$ cat src/rtl/crng_pkg.sv
// Package for the combined LCG shuffle generator: word widths, generator constants,
// request and result word types, and the sequencer state type.
// Depends on nothing; every other RTL file imports it.
`default_nettype none

package crng_pkg;

	localparam int unsigned WORD_W = 31;
	localparam int unsigned UNIT_W = 32;
	localparam int unsigned CMUL_W = 16;
	localparam int unsigned PROD_W = WORD_W + CMUL_W;
	localparam int unsigned OFF_W = 8;

	localparam logic [WORD_W-1:0] MOD_ONE = 31'd2147483563;
	localparam logic [WORD_W-1:0] MOD_TWO = 31'd2147483399;
	localparam logic [WORD_W-1:0] TOP_DRAW = 31'd2147483562;

	localparam logic [CMUL_W-1:0] MUL_ONE = 16'd40014;
	localparam logic [CMUL_W-1:0] MUL_TWO = 16'd40692;

	// Each modulus is 2^31 minus a small offset, so 2^31 folds back as that offset.
	localparam logic [OFF_W-1:0] OFF_ONE = 8'd85;
	localparam logic [OFF_W-1:0] OFF_TWO = 8'd249;

	// 2^32 / MOD_ONE equals 2 + 170 / MOD_ONE, which gives the fraction without a divider.
	localparam logic [OFF_W-1:0] UNIT_MUL = 8'd170;
	localparam logic [UNIT_W-1:0] UNIT_CLAMP = 32'd4294966780;

	localparam logic [WORD_W-1:0] GEN_ONE_RST = 31'd1;
	localparam logic [WORD_W-1:0] GEN_TWO_RST = 31'd123456789;

	localparam int unsigned WARMUP = 8;
	localparam int unsigned TABLE_SIZE_DEF = 32;

	typedef struct packed {
		logic req_type;
		logic [WORD_W-1:0] seed_value;
	} req_t;

	typedef struct packed {
		logic [WORD_W-1:0] draw;
		logic [UNIT_W-1:0] unit_value;
	} rsp_t;

	typedef enum logic [2:0] {
		ST_IDLE,
		ST_SEED_MUL,
		ST_SEED_RED,
		ST_DRAW_MUL,
		ST_DRAW_RED,
		ST_UNIT_MUL,
		ST_UNIT_RED
	} state_t;

endpackage

`default_nettype wire

$ cat src/rtl/crng_gens.sv
// Step unit for both congruential generators: a registered constant product,
// then a fold of the high bits and one conditional subtract. Depends on crng_pkg.
`default_nettype none

module crng_gens import crng_pkg::*; (
	input  logic              clk,
	input  logic [WORD_W-1:0] gen_one,
	input  logic [WORD_W-1:0] gen_two,
	output logic [WORD_W-1:0] next_one,
	output logic [WORD_W-1:0] next_two
);

	logic [PROD_W-1:0] prod_one_s1;
	logic [PROD_W-1:0] prod_two_s1;

	function automatic logic [WORD_W-1:0] fold(
		input logic [PROD_W-1:0] p,
		input logic [OFF_W-1:0]  off,
		input logic [WORD_W-1:0] m
	);
		logic [CMUL_W+OFF_W-1:0] hi_off;
		logic [WORD_W:0]         v;
		hi_off = {{OFF_W{1'b0}}, p[PROD_W-1:WORD_W]} * {{CMUL_W{1'b0}}, off};
		v = {1'b0, p[WORD_W-1:0]} + (WORD_W+1)'(hi_off);
		if (v >= {1'b0, m}) begin
			v = v - {1'b0, m};
		end
		return v[WORD_W-1:0];
	endfunction

	always_ff @(posedge clk) begin
		prod_one_s1 <= PROD_W'(gen_one) * PROD_W'(MUL_ONE);
		prod_two_s1 <= PROD_W'(gen_two) * PROD_W'(MUL_TWO);
	end

	assign next_one = fold(prod_one_s1, OFF_ONE, MOD_ONE);
	assign next_two = fold(prod_two_s1, OFF_TWO, MOD_TWO);

endmodule

`default_nettype wire

$ cat src/rtl/crng_unit.sv
// Converts a draw to an unsigned Q0.32 fraction of the first modulus, clamped
// below one. Registered constant product, then fold and correct. Depends on crng_pkg.
`default_nettype none

module crng_unit import crng_pkg::*; (
	input  logic              clk,
	input  logic [WORD_W-1:0] draw,
	output rsp_t              res
);

	logic [WORD_W-1:0]       draw_s1;
	logic [WORD_W+OFF_W-1:0] prod_s1;
	logic [OFF_W-1:0]        quo_hi;
	logic [2*OFF_W-1:0]      hi_off;
	logic [WORD_W:0]         rem;
	logic [OFF_W:0]          quo;
	logic [UNIT_W:0]         unit_full;

	always_ff @(posedge clk) begin
		draw_s1 <= draw;
		prod_s1 <= (WORD_W+OFF_W)'(draw) * (WORD_W+OFF_W)'(UNIT_MUL);
	end

	always_comb begin
		quo_hi = prod_s1[WORD_W+OFF_W-1:WORD_W];
		hi_off = {{OFF_W{1'b0}}, quo_hi} * {{OFF_W{1'b0}}, OFF_ONE};
		rem = {1'b0, prod_s1[WORD_W-1:0]} + (WORD_W+1)'(hi_off);
		quo = {1'b0, quo_hi} + (OFF_W+1)'(rem >= {1'b0, MOD_ONE});
		unit_full = {1'b0, draw_s1, 1'b0} + (UNIT_W+1)'(quo);
		res.draw = draw_s1;
		res.unit_value = (unit_full > {1'b0, UNIT_CLAMP}) ? UNIT_CLAMP
			: unit_full[UNIT_W-1:0];
	end

endmodule

`default_nettype wire

$ cat src/rtl/crng_table.sv
// Shuffle table: synchronous memory with one write and one registered read port.
// Per-entry valid bits make an unwritten entry read as zero. Depends on crng_pkg.
`default_nettype none

module crng_table import crng_pkg::*; #(
	parameter int unsigned DEPTH = TABLE_SIZE_DEF
) (
	input  logic                     clk,
	input  logic                     arst_n,
	input  logic                     rd_en,
	input  logic [$clog2(DEPTH)-1:0] rd_addr,
	output logic [WORD_W-1:0]        rd_data,
	input  logic                     wr_en,
	input  logic [$clog2(DEPTH)-1:0] wr_addr,
	input  logic [WORD_W-1:0]        wr_data
);

	logic [WORD_W-1:0] mem [DEPTH];
	logic [WORD_W-1:0] rd_data_q;
	logic [DEPTH-1:0]  valid_q;
	logic              rd_valid_q;

	always_ff @(posedge clk) begin
		if (wr_en) begin
			mem[wr_addr] <= wr_data;
		end
		if (rd_en) begin
			rd_data_q <= mem[rd_addr];
		end
	end

	always_ff @(posedge clk or negedge arst_n) begin
		if (!arst_n) begin
			valid_q <= '0;
			rd_valid_q <= 1'b0;
		end else begin
			if (wr_en) begin
				valid_q[wr_addr] <= 1'b1;
			end
			if (rd_en) begin
				rd_valid_q <= valid_q[rd_addr];
			end
		end
	end

	assign rd_data = rd_valid_q ? rd_data_q : '0;

endmodule

`default_nettype wire

$ cat src/rtl/combined_lcg_shuffle_rng.sv
// Combined LCG generator with a shuffle table; uses crng_pkg, crng_gens, crng_unit, crng_table.
// A draw runs the generator step, then the fraction unit, in series; busy stays high until
// done, so no new request is taken mid-draw. A reseed seeds both generators, steps the first
// through a warm-up and then to fill every table entry, then runs a draw. Done is high
// for one cycle with the result, held in res until the next draw; the receiver cannot stall it.
// Reset loads the generators, clears the last output and marks every table entry empty.
`default_nettype none

module combined_lcg_shuffle_rng import crng_pkg::*; #(
	parameter int unsigned TABLE_SIZE = TABLE_SIZE_DEF
) (
	input  logic clk,
	input  logic arst_n,
	input  logic start,
	input  req_t req,
	output logic busy,
	output logic done,
	output rsp_t res
);

	localparam int unsigned SLOT_W = $clog2(TABLE_SIZE);
	localparam int unsigned STEPS = TABLE_SIZE + WARMUP;
	localparam int unsigned CNT_W = $clog2(STEPS + 1);
	localparam logic [WORD_W-1:0] SLOT_DIV = WORD_W'(1 + TOP_DRAW / TABLE_SIZE);

	state_t            state_q;
	state_t            state_d;
	logic [WORD_W-1:0] gen_one_q;
	logic [WORD_W-1:0] gen_two_q;
	logic [WORD_W-1:0] last_q;
	logic [CNT_W-1:0]  cnt_q;
	logic [CNT_W-1:0]  step_idx;
	logic [SLOT_W-1:0] slot_q;
	logic [SLOT_W-1:0] slot_idx;
	logic              done_q;
	rsp_t              res_q;

	logic [WORD_W-1:0] next_one;
	logic [WORD_W-1:0] next_two;
	logic [WORD_W-1:0] seed_word;
	logic [WORD_W:0]   diff;
	logic [WORD_W-1:0] new_last;
	logic              rd_en;
	logic [WORD_W-1:0] rd_data;
	logic              wr_en;
	logic [SLOT_W-1:0] wr_addr;
	rsp_t              unit_res;

	crng_gens u_gens (
		.clk      (clk),
		.gen_one  (gen_one_q),
		.gen_two  (gen_two_q),
		.next_one (next_one),
		.next_two (next_two)
	);

	crng_table #(
		.DEPTH (TABLE_SIZE)
	) u_table (
		.clk     (clk),
		.arst_n  (arst_n),
		.rd_en   (rd_en),
		.rd_addr (slot_idx),
		.rd_data (rd_data),
		.wr_en   (wr_en),
		.wr_addr (wr_addr),
		.wr_data (next_one)
	);

	crng_unit u_unit (
		.clk  (clk),
		.draw (last_q),
		.res  (unit_res)
	);

	assign seed_word = (req.seed_value == '0) ? GEN_ONE_RST : req.seed_value;
	assign step_idx = cnt_q - CNT_W'(1);

	always_comb begin
		slot_idx = '0;
		for (int k = 1; k < TABLE_SIZE; k++) begin
			if ({1'b0, last_q} >= (WORD_W+1)'(k) * (WORD_W+1)'(SLOT_DIV)) begin
				slot_idx = SLOT_W'(k);
			end
		end
	end

	always_comb begin
		diff = {1'b0, rd_data} - {1'b0, next_two};
		if (diff[WORD_W] || diff == '0) begin
			new_last = WORD_W'(diff + {1'b0, TOP_DRAW});
		end else begin
			new_last = diff[WORD_W-1:0];
		end
	end

	always_ff @(posedge clk or negedge arst_n) begin
		if (!arst_n) begin
			state_q <= ST_IDLE;
		end else begin
			state_q <= state_d;
		end
	end

	always_comb begin
		state_d = state_q;
		busy = 1'b1;
		rd_en = 1'b0;
		wr_en = 1'b0;
		wr_addr = slot_q;
		case (state_q)
			ST_IDLE: begin
				busy = 1'b0;
				if (start) begin
					state_d = req.req_type ? ST_SEED_MUL : ST_DRAW_MUL;
				end
			end
			ST_SEED_MUL: begin
				state_d = ST_SEED_RED;
			end
			ST_SEED_RED: begin
				if (step_idx < CNT_W'(TABLE_SIZE)) begin
					wr_en = 1'b1;
					wr_addr = step_idx[SLOT_W-1:0];
				end
				state_d = (step_idx == '0) ? ST_DRAW_MUL : ST_SEED_MUL;
			end
			ST_DRAW_MUL: begin
				rd_en = 1'b1;
				state_d = ST_DRAW_RED;
			end
			ST_DRAW_RED: begin
				wr_en = 1'b1;
				state_d = ST_UNIT_MUL;
			end
			ST_UNIT_MUL: begin
				state_d = ST_UNIT_RED;
			end
			ST_UNIT_RED: begin
				state_d = ST_IDLE;
			end
			default: begin
				state_d = ST_IDLE;
			end
		endcase
	end

	always_ff @(posedge clk or negedge arst_n) begin
		if (!arst_n) begin
			gen_one_q <= GEN_ONE_RST;
			gen_two_q <= GEN_TWO_RST;
			last_q <= '0;
			cnt_q <= '0;
			done_q <= 1'b0;
		end else begin
			done_q <= (state_q == ST_UNIT_RED);
			case (state_q)
				ST_IDLE: begin
					if (start && req.req_type) begin
						gen_one_q <= seed_word;
						gen_two_q <= seed_word;
						cnt_q <= CNT_W'(STEPS);
					end
				end
				ST_SEED_RED: begin
					gen_one_q <= next_one;
					cnt_q <= step_idx;
					if (step_idx == '0) begin
						last_q <= next_one;
					end
				end
				ST_DRAW_RED: begin
					gen_one_q <= next_one;
					gen_two_q <= next_two;
					last_q <= new_last;
				end
				default: begin
				end
			endcase
		end
	end

	always_ff @(posedge clk) begin
		if (state_q == ST_DRAW_MUL) begin
			slot_q <= slot_idx;
		end
		if (state_q == ST_UNIT_RED) begin
			res_q <= unit_res;
		end
	end

	assign done = done_q;
	assign res = res_q;

	a_done_after_unit: assert property (@(posedge clk) disable iff (!arst_n)
		done |-> $past(state_q) == ST_UNIT_RED)
		else $error("done without a finished conversion");

	a_done_idle: assert property (@(posedge clk) disable iff (!arst_n)
		done |-> !busy)
		else $error("done while busy");

	a_seed_path: assert property (@(posedge clk) disable iff (!arst_n)
		(start && !busy && req.req_type) |=> state_q == ST_SEED_MUL && cnt_q == CNT_W'(STEPS))
		else $error("reseed request did not start the warmup");

	a_draw_range: assert property (@(posedge clk) disable iff (!arst_n)
		done |-> res.draw != '0 && res.draw <= TOP_DRAW && res.unit_value <= UNIT_CLAMP)
		else $error("result word out of range");

endmodule

`default_nettype wire
$ cat config.mk
export PLATFORM = sky130hd
export DESIGN_NAME = combined_lcg_shuffle_rng
export DESIGN_NICKNAME = d
export VERILOG_FILES = /design/src/rtl/crng_pkg.sv /design/src/rtl/crng_gens.sv /design/src/rtl/crng_unit.sv /design/src/rtl/crng_table.sv /design/src/rtl/combined_lcg_shuffle_rng.sv
export SDC_FILE = /design/constraint.sdc
export NUM_CORES = 2
export LEC_CHECK = 0
export BUFFER_PORTS_ARGS = -buffer_cell sky130_fd_sc_hd__buf_2
export CORE_MARGIN = 5
export CORE_UTILIZATION = 35
export CTS_CLUSTER_SIZE = 20
export DETAILED_ROUTE_END_ITERATION = 8
export SLEW_MARGIN = 20
export SYNTH_ARGS = -nofsm -noshare
export SYNTH_HDL_FRONTEND = slang
export SYNTH_HIERARCHICAL = 1
export SYNTH_SLANG_ARGS = --single-unit
$ cat constraint.sdc
create_clock -name clk -period 10.14 [get_ports clk]
set_clock_uncertainty 0.05 [all_clocks]
set_input_delay 0.507 -clock clk [delete_from_list [all_inputs] [get_ports clk]]
set_output_delay 0.507 -clock clk [all_outputs]
set_load 0.02 [all_outputs]
==> impl_metrics.ini <==
[run_status]
status = completed

[floorplanning]
dieWidth_um = 500
boundaryPins = 100
dieArea_um2 = 250000
initial_utilization_pct = 35.1
core-area_um2 = 240000
die_h_um = 500
rows = 180

[global_route]
grtUsageMet1_pct = 24.6
grt_usage_pct = 18.3
busiest_layer = met2
grt_use_met3_pct = 2.91
grt_max_degree = 123
grt_pass1_wl_mm = 347
overflow = 0
antenna_found_initial = 20
grt_pass1_vias = 54000
met2_usage_pct = 30.6

[clock_network]
cts_root_buffer = clkbuf_16
clkLatencyLatePin_ns = 0.80
cts_tree = done
cts.clk_slew.worst_paths_ns = 0.06
cts_buffer_depth = 3
h-tree-depth = 4
cts.sinks = 1385
cts_made_buffers = 147

[logic_synthesis]
ys_async_sr_fraction_pct = 9.82
synth_edf_count = 1091
synth_cell_types = 108
synth_top_area_share_pct = 38.9
postSynthCellCount = 6337
syn_area_um2 = 84200
ys_ff_latch = 1385
yosysWarningCount = 6
synthTopCellsByArea = edfxtp_1, fa_1, ha_1
avgSynthCellArea_um2 = 13.3
mappedNetlistNets = 7523
yosysSeqAreaShare_pct = 46.8
ys.flop_type = edfxtp_1
yosysTopAreaCell = edfxtp_1

[job]
maxCapViolations = 0

[final_layout]
nets = 7737
post-route-util_pct = 39.4
syn_to_final_growth_pct = 12.4
fillerInstances = 22400
layout-drive-gt1-share_pct = 15.4

[place]
dpl.hpwl_mm = 162
gp_congestion = 0.902
port-buffer-count = 99

[critical_path]
cpMostUsedCell = inv_1
cp-start-kind = flop
cp_top_family = adder cells
crit_fanout = 19
slowest_delay_ns = 0.53
crit_required_ns = 10.71
critPathKind = flop to flop
cp-end-kind = flop
path_buf_inv = 9
arrival_ns = 10.21
cp_slowest_cell = fa_1

[timing]
finalSetupViolCount = 0
timing.fmax_mhz = 104
hold_viol = 0
min_period_ns = 9.64
tightest_slew_ns = 1.24
tns_ns = 0
final_max_slew_viol_count = 0
relSlewSlack_pct = 16.9
rsz0062_at_grt = false
post-route-period-util_pct = 95.1
holdWs_ns = 0.0648

[route]
viasPerCell = 5.26
wl_per_cell_um = 23.4
routed_wl_mm = 231
drt_iter0_markers = 4394
drc_errors = 0
num_vias = 51800
ant_nets = 0
first_pass_iters = 6

[min_path]
min_path_type = input port to flop
metrics by stage:
step / area, um2 / setup slack, ns / cells
CTS: 94300 / 0.0543 / 9845
global placement: 89500 / 0.335 / 9577
floorplan: 84200 / 1.00 / 6337
finish: 94600 / 0.495 / 9859
global route: 94600 / 0.00785 / 9855
detailed placement: 89500 / 0.0335 / 9577
cell usage after synthesis (109+ instances only):
cell type and n:
nor2_1 201, mux4_2 310, fa_1 520, dfrtp_1 119, clkbuf_1 124, dfxtp_1 158, xnor2_1 188, ha_1 631
o21ai_0 191, a21o_1 109, edfxtp_1 1091, nand2_1 227, inv_1 943, a21oi_1 290
flip-flops by register name, summed over array words and instances (netlist names), 5 cells and up:
| name | flops |
|---|---|
| u_gens/prod_one_s1 | 46 |
| u_table/mem | 992 |
| u_table/valid_q | 32 |
| cnt_q | 6 |
| u_unit/draw_s1 | 31 |
| slot_q | 5 |
| last_q | 31 |
| u_gens/prod_two_s1 | 45 |
| gen_one_q | 31 |
| u_table/rd_data_q | 31 |
| gen_two_q | 31 |
| res | 63 |
| u_unit/prod_s1 | 36 |
kinds of logic after synthesis:
| group | share of synthesized area (%) |
|---|---|
| compound gates | 8.08 |
| xor+xnor | 2.87 |
| fa+ha+maj | 21.8 |
| buf+inv | 5.19 |
| flops | 46.8 |
| mux | 9.21 |
| simple gates | 6.13 |
cells in the final DEF (no fill, tap or decap), types with 44 or more instances in the layout:
cell type  netlist  routed
a21o_1         109     108
inv_1          943     942
o21a_1          44      44
dfrtp_1        119     119
buf_2           28      98
buf_4           11     142
nor3_1          63      63
clkbuf_16        0     152
o21ai_0        191     187
nor2_1         201     161
or2_2           51      51
mux2_2          45      45
nand2b_1        44      44
and2_1          87      86
dfxtp_1        158     158
a21oi_1        290     287
nand3_1         75      73
fa_1           520     520
edfxtp_1      1091    1091
xnor2_1        188     167
xor2_1          88      83
a211oi_1        57      55
ha_1           631     630
and3_1          45      45
mux4_2         310     310
nand2_1        227     226
area by class of cell:
type | instances | area, um2 | area share [%]
clock inverters | 79 | 741 | 0.783
diodes | 5 | 12.5 | 0.0132
clock buffers | 188 | 4030 | 4.26
inverters | 943 | 3540 | 3.74
multi-input cells | 3824 | 41200 | 43.5
repair buffers | 250 | 1740 | 1.84
well taps | 3185 | 3990 | 4.21
flip-flops and latches | 1385 | 39300 | 41.6
worst reg2reg max path, delay by kind of cell, from the launching register on:
kind	cells	cell delay, ns
AO/OA/AOI/OAI	9	2.63
XOR/XNOR	3	0.73
adder cells (fa/ha/maj)	6	2.77
buffers and inverters	9	1.15
flip-flops	1	0.40
AND/OR/NAND/NOR	8	1.73
layer usage:
| metal | up-vias | wire [um] |
|---|---|---|
| met3 | 324 | 13800 |
| met2 | 1481 | 110000 |
| met5 | - | 8 |
| met4 | 2 | 7830 |
| li1 | 23200 | - |
| met1 | 26800 | 98400 |
worst paths after layout:
kind	endpoint	slack [ns]	cells after the start	start
worst max-delay path	last_q[9]	0.50	35	u_gens/prod_two_s1[37]
worst min-delay path	gen_two_q[11]	0.06	3	req[11]
worst max register to register	last_q[9]	0.50	35	u_gens/prod_two_s1[37]
worst min register to register	u_unit/draw_s1[0]	0.39	0	last_q[0]
max in group asynchronous	cnt_q[1]	8.52	3	arst_n
min in group asynchronous	gen_two_q[23]	0.27	2	arst_n
timing repair:
| action | CTS | global route |
|---|---|---|
| endpoints found under the setup margin | 3 | 30 |
| gates resized for setup | 1 | 31 |
| hold endpoints to repair | 45 | 0 |
| hold buffers | 1 | 0 |
| buffers inserted | 0 | 7 |
| pin swaps | 0 | 7 |
Power is not shown: default switching activity piles up to over one toggle a cycle in this logic, so the estimate is an artifact.
